## src/rtl/core/bilinear_upsample_2x_macros.svh

```systemverilog
// assertion helpers used by the top-level core file
`ifndef BILINEAR_UPSAMPLE_2X_MACROS_SVH
`define BILINEAR_UPSAMPLE_2X_MACROS_SVH

// same-cycle implication
`define BU2X_ASSERT_NOW(label, clk, rst_n, ante, cons) \
	label: assert property (@(posedge clk) disable iff (!rst_n) (ante) |-> (cons)) \
		else $error("assertion failed");

// next-cycle implication
`define BU2X_ASSERT_NEXT(label, clk, rst_n, ante, cons) \
	label: assert property (@(posedge clk) disable iff (!rst_n) (ante) |=> (cons)) \
		else $error("assertion failed");

`endif

```

## src/rtl/core/bu2x_div.sv

```systemverilog
module bu2x_div #(
	parameter int NW = 30,
	parameter int DW = 8,
	parameter int QW = 23
) (
	input  logic          clk,
	input  logic [QW-1:0] ld,
	input  logic [NW-1:0] num,
	input  logic [DW-1:0] den,
	output logic [QW-1:0] quot
);

	// one quotient bit per stage, restoring
	logic [DW-1:0] rem_q [QW];
	logic [QW-1:0] low_q [QW];
	logic [DW-1:0] den_q [QW];
	logic [QW-1:0] quo_q [QW];

	for (genvar k = 0; k < QW; k++) begin : g_stage
		logic [DW-1:0] r_in;
		logic [QW-1:0] l_in;
		logic [DW-1:0] d_in;
		logic [QW-1:0] q_in;
		logic [DW:0]   t;
		logic          fits;

		if (k == 0) begin : g_first
			// upper dividend bits stay below the divisor
			assign r_in = DW'(num >> QW);
			assign l_in = num[QW-1:0];
			assign d_in = den;
			assign q_in = '0;
		end else begin : g_next
			assign r_in = rem_q[k-1];
			assign l_in = low_q[k-1];
			assign d_in = den_q[k-1];
			assign q_in = quo_q[k-1];
		end

		assign t    = {r_in, l_in[QW-1]};
		assign fits = (t >= {1'b0, d_in});

		always_ff @(posedge clk) begin
			if (ld[k]) begin
				quo_q[k] <= {q_in[QW-2:0], fits};
			end
		end

		if (k < QW - 1) begin : g_carry
			always_ff @(posedge clk) begin
				if (ld[k]) begin
					rem_q[k] <= fits ? DW'(t - {1'b0, d_in}) : t[DW-1:0];
					low_q[k] <= {l_in[QW-2:0], 1'b0};
					den_q[k] <= d_in;
				end
			end
		end
	end

	assign quot = quo_q[QW-1];

endmodule

```

## config.mk

```make
export PLATFORM = sky130hd
export DESIGN_NAME = bu2x_div
export DESIGN_NICKNAME = d
export VERILOG_FILES = /design/src/rtl/core/bilinear_upsample_2x_macros.svh /design/src/rtl/core/bu2x_div.sv
export SDC_FILE = /design/constraint.sdc
export NUM_CORES = 1
export LEC_CHECK = 0
export CAP_MARGIN = 25
export CORE_UTILIZATION = 35
export CTS_BUF_LIST = sky130_fd_sc_hd__clkbuf_2 sky130_fd_sc_hd__clkbuf_4 sky130_fd_sc_hd__clkbuf_8
export DETAILED_ROUTE_END_ITERATION = 10
export DONT_BUFFER_PORTS = 1
export PLACE_DENSITY = 0.5
export RECOVER_POWER = 25
export SLEW_MARGIN = 20
export SYNTH_ARGS = -nofsm -noshare
export SYNTH_HDL_FRONTEND = slang
export SYNTH_SLANG_ARGS = --single-unit
```

## constraint.sdc

```tcl
create_clock -name clk -period 2.9 [get_ports clk]
set_input_delay 0 -clock clk [delete_from_list [all_inputs] [get_ports clk]]
set_output_delay 0 -clock clk [all_outputs]
set_load 0.01 [all_outputs]
```

# == Word level (Yosys, flattened, before mapping) ==
# Memories as Yosys holds them, arrays and structs flattened.
# Cells that the tools add are included.
# word_totals
inputBits,62
mem_bits_rw,1403
out_inout_bits,23
elab_cells,117
n_memories,4
ff_bits,0
# classes
muxes,68
magnitude_cmp,23
add_sub_neg,22
# memory_table
name,depth,word_bits,rd,rd_ports_with_merged_regs,write_ports,line,rtl
quo_q,23,23,23,0,23,bu2x_div.sv:17,logic [QW-1:0] quo_q [QW];
low_q,23,22,22,0,22,bu2x_div.sv:15,logic [QW-1:0] low_q [QW];
den_q,23,8,22,0,22,bu2x_div.sv:16,logic [DW-1:0] den_q [QW];
rem_q,23,8,22,0,22,bu2x_div.sv:14,logic [DW-1:0] rem_q [QW];
# ops
op,n
>= comparator 9 x 8 -> 1 bit,22
two-way mux 8 bit,22
subtractor 8 bit,22
two-way mux 1 bit,46
>= comparator 8 bit,1

# == Longest topological paths before layout ==
# Gate-level depths: netlist of the first run.
# An unclocked memory read counts as a cell.
# logic_depth
word_depth,3
mapped_depth,8
mapped_depth_nobuf,8

# == Worst setup path after synthesis of the first run ==
# No wires, ideal clock.
# synth_path
kind,reg2reg
from,mem rem_q[13][5] (netlist: rem_q[3][13])
to,"mem rem_q[14][2] (netlist: rem_q[3][18]), data pin"
t_arrival_ns,1.963
path_stages_with_launch,7
required_time_ns,2.638
setup_time_ns,0.262
period_less_slack_ns,2.225
path_slack_ns,0.675
path_cell_list,edfxtp_1 > ha_1 > a21o_1 > a2111oi_0 > o31a_1 > buf_4 > mux2_1
# synth_rtl
item,line
"start, declared",bu2x_div.sv:14

==> results of run 1 <==
## path summary, 6_finish.rpt
kind | endpoint | slack (ns)
max | rem_q[0][2]$_DFFE_PP_ | 0.02
min reg2reg | quo_q[1][25]$_DFFE_PP_ | 0.40
max reg2reg | rem_q[3][23]$_DFFE_PP_ | 0.30
min | rem_q[0][0]$_DFFE_PP_ | 0.19
## Yosys cell counts (19+ instances only)
master,instances
nand2_1,47
inv_1,249
nor2_1,94
o21a_1,31
xor2_1,19
nor2b_1,43
edfxtp_1,881
nand2b_1,39
o31a_1,22
mux2_1,38
nand3_1,30
o21ai_0,62
a21oi_1,74
o21ai_1,24
mux2_4,60
mux2i_1,60
a21o_1,34
xnor2_1,53
ha_1,184
fa_1,22
## metal layers
layer | wire, um | track usage | vias up
met5 | 0 | 0 | -
met4 | 1540 | 0.0503 | 0
li1 | - | - | 9207
met3 | 2560 | 0.0296 | 116
met1 | 25700 | 0.132 | 9061
met2 | 31600 | 0.204 | 337
## critical path, delay by kind of cell
family                   cells  cell delay, ns
buffers and inverters        4            1.86
AND/OR/NAND/NOR              1            0.20
multiplexers                 1            0.31
adder cells (fa/ha/maj)      1            0.45
AO/OA/AOI/OAI                3            0.60
## final cells by class
| type | instances | area (um^2) |
|---|---|---|
| fill | 9530 | 62500 |
| sequential | 881 | 26500 |
| multi-input combinational | 1142 | 9810 |
| clock buffer | 201 | 2470 |
| tap | 1391 | 1740 |
| timing repair buffer | 127 | 1170 |
| inverter | 251 | 942 |
| clock inverter | 60 | 427 |
| antenna | 3 | 7.51 |
## flip-flops by register name, indices dropped and copies added, names as in the netlist
signal and count:
quo_q 276, rem_q 176, low_q 253, den_q 176
## repair_timing
item                       4_1_cts  5_1_grt
hold endpoints to repair       920        0
hold buffers                   123        0
gates resized for setup          0        2
setup endpoints to repair        0        5
buffers inserted                 0        2
## per-stage QoR
| step | util | hold slack, ns | cell area [um^2] |
|---|---|---|---|
| after floorplan | - | 0.0989 | 37400 |
| after global placement | 0.369 | 0.0989 | 39000 |
| after detailed placement | 0.369 | 0.0989 | 39000 |
| after CTS | 0.410 | 0.0406 | 43300 |
| after global routing | 0.408 | 0.131 | 43000 |
| final | 0.408 | 0.187 | 43000 |
## cell families (layout without fill, tap and decap cells)
family | count (synthesis) | count (layout)
buf+inv | 269 | 639
compound gates | 376 | 376
xor+xnor | 72 | 72
mux | 172 | 172
simple gates | 316 | 316
other cells | 0 | 3
fa+ha+maj | 206 | 206
flops | 881 | 881
## layout by cell type, fill, tap and decap left out, types with 11 or more instances in the layout
cell type	n
mux2_2	14
o21ai_0	62
nand2b_1	39
nor2b_1	43
dlygate4sd3_1	100
xor2_1	19
mux2_1	38
ha_1	184
nand2_1	47
inv_1	249
mux2i_1	60
a21oi_1	73
a211oi_1	11
clkbuf_4	47
nand3_1	30
clkinv_1	32
o21ai_1	24
a21boi_1	11
o21a_1	31
edfxtp_1	881
clkbuf_1	21
nor2_1	94
fa_1	22
or4b_1	16
o211ai_1	18
mux2_4	60
xnor2_1	53
nor3_1	16
o31a_1	22
a21o_1	34
a21boi_0	12
clkbuf_8	154
## where the power goes
part	total, mW	internal [mW]	switching [mW]
Sequential	17.7	16.8	0.921
Clock	10.7	5.90	4.80
Combinational	10.7	5.38	5.36
Total	39.2	28.1	11.1
==> summary.txt, run 1 <==
Logic synthesis
  • Distinct cells, synth: 64
  • Yosys warns: 0
  • Top cells by area, synth: edfxtp_1, ha_1, inv_1
  • Post-Synth XOR/XNOR Area: 0.0169
  • Mapped Area: between 30000 and 40000 um^2
  • Area share of the leading cell type in the synthesized netlist: 0.708
  • Post-synthesis simple-gate area fraction: 0.0440
  • Compound-Gate Fraction of Synth Area: 0.0722
  • Main combinational cell family by area after synthesis: adder cells
  • Post-synth ARST share: 0
  • Seq cells post-synth: approximately 880
  • Post-synthesis adder-cell area fraction: 0.0734
  • Syn avg cell area: 16.3 um^2
  • Post-synth top area cell: edfxtp_1
  • Mapped Nets: approximately 2600
  • Mux contribution to synthesized area: 0.0559
  • Dominant synthesized flop cell: edfxtp_1
  • Seq/Total Area, Yosys: 0.708
  • Gate Count Post-Synth: around 2300
  • Post-synth EDFFs: 881

Setup path
  • CP cell instances: dlygate4sd3_1 > dlygate4sd3_1 > fa_1 > nand2b_1 > a21oi_2 > o2111ai_2 > a21oi_4 > buf_12 > mux2_1 > dlygate4sd3_1
  • Crit Path Class: in -> reg
  • Setup crit start kind: primary input
  • Crit path DAT: ~3.4 ns
  • Critical path's most frequent cell: dlygate4sd3_1
  • Slowest stage delay, CP: approximately 0.62 ns
  • Crit path capture type: flip-flop
  • Crit path from: den[1]
  • Reg2Reg Depth: 5
  • Worst Path Required: between 3 and 4 ns
  • Critical Path Fanout Max: 9
  • Slowest cell on crit path: dlygate4sd3_1
  • Reg2reg start: rem_q[3][13]$_DFFE_PP_

Place
  • Routability cong.: 0.839
  • I/O Buffers: 0
  • Pre-CTS setup slack: approximately 0.35 ns
  • Inst Count DP: roughly 3700
  • Hpwl dp: between 40 and 50 mm

Hold path
  • Hold_sp: den[0]
  • Worst hold path depth: 3
  • Worst hold path class: in -> reg

STA
  • Final setup violating endpoints: 0
  • Setup TNS: 0 ns
  • Crit share post-route: 0.994
  • Final Critical Period: between 2 and 3 ns
  • Slew @ Worst Pin: 2.28 ns
  • Rel. slew slack: -0.522
  • Max Slew Vio Count: 800
  • Final hold vios: 0
  • Final WS setup: about 0.018 ns
  • Clock skew: between 0.03 and 0.04 ns
  • Max Freq: 347 MHz

Job
  • Max cap viols: 20

CTS
  • Clock Tree Root: clkbuf_8
  • H-tree depth: 4
  • CTS tree: done
  • Num CTS Buffers: about 150
  • Clk_lat worst skew: roughly 0.79 ns
  • # clock sinks: ~880
  • Deepest clock path buffer count: 3
  • Clock slew at reported path FFs: about 0.050 ns

Detailed routing
  • Wirelength, routed: about 61 mm
  • Final antenna-violating net count: 0
  • Vias: 18700
  • Drt drc: 5
  • Via/cell ratio: between 4 and 5
  • Avg WL per Cell: between 15 and 20 um
  • Initial drt markers: 841
  • Initial DRT Pass Iterations: 8

Floorplanning
  • Die width: 329 um
  • IO Pins: 85
  • Die area: ~110000 um^2
  • Die Height: between 300 and 400 um
  • Initial cell density of the core: 0.354
  • Num rows: between 100 and 150
  • Core area: roughly 110000 um^2

Layout
  • Fin cells: a little over 4000
  • Share of cells above drive strength 1: 0.128
  • Synth-to-layout area growth: 15.2%
  • Final net count: 2822

Power and ir drop
  • Worst vdd ir: about 0.00046 V
  • Pwr per Cell Area: around 910 nW/um^2
  • Total Power: approximately 40 mW
  • Leakage Power: 16.3 nW

Global route
  • First-pass GRT wire length: 101 mm
  • Global Route Usage Sum: 0.116
  • Remaining Overflow, GRT: 0
  • Vias in the first global route: 20000
  • Largest net degree at the start of global routing: 40
  • Initial antenna violation count: 2

Outcome
  • Status: finished, violations left
  • Failing checks: DRC, capacitance limit, slew limit
Power figures use the tool's default switching activity.
==> run 2: changes to the inputs <==
--- a/config.mk
+++ b/config.mk
@@ -5,6 +5,7 @@
 export SDC_FILE = /design/constraint.sdc
 export NUM_CORES = 1
 export LEC_CHECK = 0
+export ABC_AREA = 1
 export CAP_MARGIN = 25
 export CORE_UTILIZATION = 35
 export CTS_BUF_LIST = sky130_fd_sc_hd__clkbuf_2 sky130_fd_sc_hd__clkbuf_4 sky130_fd_sc_hd__clkbuf_8
@@ -12,6 +13,7 @@
 export DONT_BUFFER_PORTS = 1
 export PLACE_DENSITY = 0.5
 export RECOVER_POWER = 25
+export SETUP_SLACK_MARGIN = 0.15
 export SLEW_MARGIN = 20
 export SYNTH_ARGS = -nofsm -noshare
 export SYNTH_HDL_FRONTEND = slang
==> run 2 against run 1 <==
Effect of this change: the flow finishes with violations (capacitance limit, slew limit); clock power about the same; register-to-register slack better by 0.55 ns; non-clock buffer count up 4; cell count up 28%; cell area up 4.6%; flip-flop and latch count unchanged; first-iteration DRC count up 41%; wire length up 16%; synthesized cell count up 45%; area after synthesis up 4.9%.
==> summary.txt, run 2 <==
Floorplanning
  • Die width: 337 um (+2.4%)
  • Core area: 111000 um^2 (+5.0%)
  • Num rows: 122 (+2.5%)
  • Initial cell density of the core: 0.353 (-0.000424)
  • Die Height: 337 um (+2.4%)
  • IO Pins: 85 (unchanged)
  • Die area: 113000 um^2 (+4.8%)

Layout
  • Synth-to-layout area growth: 14.9%
  • Commonest non-fill, non-tap cell in the layout: nand2_1
  • Multi-input gate area: 10600 um^2 (+7.9%)
  • Max reg flops: 276 (unchanged)
  • Largest regs: quo_q: 276 flops, low_q: 253 flops
  • Final net count: 3846 (+36%)
  • Most flops, register: quo_q
  • FILL cells: 10700 (+12%)
  • Commonest cells after routing, fill and taps aside: nand2_1, edfxtp_1, inv_1
  • Seq. cell area: 26500 um^2 (unchanged)
  • Share of cells above drive strength 1: 0.0919 (-0.0359)

Logic synthesis
  • Dominant synthesized flop cell: edfxtp_1
  • Mapped Area: 39200 um^2 (+4.9%)
  • Post-synth top area cell: edfxtp_1
  • Synth top cells by count: nand2_1, edfxtp_1, inv_1
  • Distinct cells, synth: 32 (-50%)
  • Post-synth EDFFs: 881 (unchanged)
  • Yosys warns: 0 (unchanged)
  • Seq/Total Area, Yosys: 0.675 (-0.0328)
  • Most frequent cell after synthesis: nand2_1
  • Post-synth ARST share: 0 (unchanged)
  • Gate Count Post-Synth: 3316 (+45%)
  • Area share of the leading cell type in the synthesized netlist: 0.675 (-0.0328)
  • Syn avg cell area: 11.8 um^2 (-28%)
  • Seq cells post-synth: 881 (unchanged)
  • Mapped Nets: 3584 (+40%)
  • Top cells by area, synth: edfxtp_1, nand2_1, ha_1

CTS
  • H-tree depth: 4 (unchanged)
  • Post-CTS Setup Bufs: 0 (unchanged)
  • Clock Tree Root: clkbuf_8
  • # clock sinks: 881 (unchanged)
  • Num CTS Buffers: 152 (+0.66%)
  • Clock slew at reported path FFs: 0.05 ns (about the same)
  • Clk_lat worst skew: 0.81 ns (+0.02 ns)
  • Deepest clock path buffer count: 3 (unchanged)
  • CTS tree: done

Setup path
  • CP cell instances: dlygate4sd3_1 > dlygate4sd3_1 > inv_1 > ha_1 > nand3b_1 > nand2_1 > o21ai_4 > nand3_1 > dlygate4sd3_1 > nand2_1 > dlygate4sd3_1
  • Worst Path Required: 3.55 ns (+0.12 ns)
  • Crit Path Class: in -> reg
  • Critical Path Fanout Max: 6 (-3)
  • Critical path's most frequent cell: dlygate4sd3_1
  • Crit path DAT: 3.28 ns (-0.13 ns)
  • Reg2reg start: rem_q[2][17]$_DFFE_PP_
  • RR Endpoint: rem_q[2][29]$_DFFE_PP_
  • Slowest cell on crit path: dlygate4sd3_1
  • Flop-to-flop setup slack: 0.85 ns (+0.55 ns)
  • Crit path capture type: flip-flop
  • Setup crit start kind: primary input
  • Slowest stage delay, CP: 0.57 ns (-0.05 ns)
  • Critical path endpoint: rem_q[0][5]$_DFFE_PP_
  • Reg2Reg Depth: 8 (+3)
  • Crit path from: den[2]

Power and ir drop
  • Sw power: 13.6 mW (+23%)
  • Flop pwr share: 0.441 (-0.011)
  • Clock network power share: 0.263 (-0.010)
  • Int Pwr: 27.3 mW (-2.7%)
  • Pwr per Cell Area: 908 nW/um^2 (-0.18%)
  • Worst vdd ir: 0.000469 V (+1.7%)
  • Sw Share: 0.332 (+0.0490)
  • Leakage Power: 19.3 nW (+18%)
  • Comb pwr share: 0.296 (+0.022)

Detailed routing
  • Avg WL per Cell: 13.8 um (-9.0%)
  • Drt drc: 0 (-5)
  • Vias: 22700 (+21%)
  • Initial DRT Pass Iterations: 5 (-3)
  • Wirelength, routed: 71.3 mm (+16%)
  • Via/cell ratio: 4.38 (-5.1%)
  • Final antenna-violating net count: 0 (unchanged)
  • Initial drt markers: 1187 (+41%)

Hold path
  • Worst hold path class: in -> reg
  • Worst hold path depth: 5 (+2)

Global route
  • Global Route Usage Sum: 0.129 (+0.0134)
  • Remaining Overflow, GRT: 0 (unchanged)
  • Largest net degree at the start of global routing: 40 (unchanged)
  • Initial antenna violation count: 1 (-1)
  • Vias in the first global route: 22800 (+14%)
  • First-pass GRT wire length: 117 mm (+16%)

STA
  • Clock skew: 0.0370 ns (-0.00208 ns)
  • Max Freq: 379 MHz (+9.3%)
  • Slew @ Worst Pin: 2.42 ns (+0.132 ns)
  • Crit share post-route: 0.909 (-0.0848)
  • Max Slew Vio Count: 720 (-10%)
  • Final WS setup: 0.264 ns (+0.246 ns)
  • Setup TNS: 0 ns (unchanged)
  • RSZ-0062 raised after global routing: no
  • Final setup violating endpoints: 0 (unchanged)
  • Final hold vios: 0 (unchanged)
  • Final Critical Period: 2.64 ns (-0.246 ns)
  • Rel. slew slack: -0.610 (-0.0881)

Outcome
  • Failing checks: capacitance limit, slew limit
  • Status: finished, violations left

Place
  • Pre-CTS setup slack: 0.876 ns (+0.524 ns)
  • Hpwl dp: 50.4 mm (+20%)
  • I/O Buffers: 0 (unchanged)
  • Routability cong.: 0.814 (-3.1%)

Job
  • Max cap viols: 18 (-10%)
[run 2: cell count changes in the layout (fill, tap and decap cells not counted), moves of 43 or more]
cell,change
inv_1,+270
mux2_4,-60
mux2i_1,-60
nand2_1,+892
nand3_1,+287
nor2b_1,-43
o21ai_0,-61
[run 2: power by group through the flow]
stage               combinational [mW]  clock (mW)  sequential, mW
floorplan                         9.67           0            17.7
finish                            12.1        10.8            18.0
global placement                  11.7           0            18.3
CTS                               12.2        11.3            18.1
detailed placement                11.7           0            18.3
global route                      14.1        11.8            18.2
[run 2: layout make-up]
| class | count | area share |
|---|---|---|
| Multi-Input combinational cell | 1892 | 0.235 |
| Timing Repair Buffer | 131 | 0.0278 |
| Clock buffer | 207 | 0.0558 |
| Tap cell | 1488 | 0.0414 |
| Clock inverter | 59 | 0.00892 |
| Sequential cell | 881 | 0.588 |
| Inverter | 520 | 0.0434 |
| Antenna cell | 1 | 0.0000556 |
[run 2: layer usage]
metal | track usage | vias to the layer above | routed length [um]
met1 | 0.164 | 10500 | 32900
li1 | - | 11700 | -
met4 | 0.0504 | 0 | 1620
met5 | 0 | - | 0
met3 | 0.0267 | 135 | 2780
met2 | 0.216 | 370 | 34100
[run 2: what timing repair did]
action / CTS / global route
setup endpoints to repair: 0 / 6
resized for setup: 0 / 7
hold buffers: 127 / 0
hold endpoints to repair: 919 / 0
[run 2: worst min path at each step]
stage                       start                      to  slack [ns]
after floorplan            den[0]   den_q[0][0]$_DFFE_PP_         0.1
after global placement     num[4]   low_q[0][4]$_DFFE_PP_         0.1
after detailed placement  num[10]  low_q[0][10]$_DFFE_PP_         0.1
after CTS                 num[22]   rem_q[0][0]$_DFFE_PP_        0.01
after global routing       ld[22]  quo_q[5][62]$_DFFE_PP_        0.06
final                     num[23]   quo_q[0][0]$_DFFE_PP_        0.06
[run 2: kinds of logic (layout without fill, tap and decap cells)]
family,after synthesis,in the layout,share of synthesized area
AOI/OAI and AO/OA,97,97,0.0137
xor gates and xnor gates,66,66,0.0148
buffers and inverters,543,917,0.0551
and+or+nand+nor,1523,1523,0.171
other,0,1,0
adders and majority gates,206,206,0.0700
DFF,881,881,0.675
[run 2: critical path, delay by kind of cell]
kind	cells	cell delay (ns)
simple gates	4	0.44
fa+ha+maj	1	0.33
buf+inv	5	2.26
compound gates	1	0.26
[run 2: through the flow]
step	hold WS, ns	instance area (um^2)	total power, mW	util	cells
final	0.0640	45000	40.9	0.406	5179
after global routing	0.0643	45000	44.1	0.406	5179
after global placement	0.0989	40800	30.0	0.369	4784
after CTS	0.0135	45300	41.6	0.409	5177
after floorplan	0.0989	39200	27.4	-	3316
after detailed placement	0.0989	40800	30.0	0.369	4784
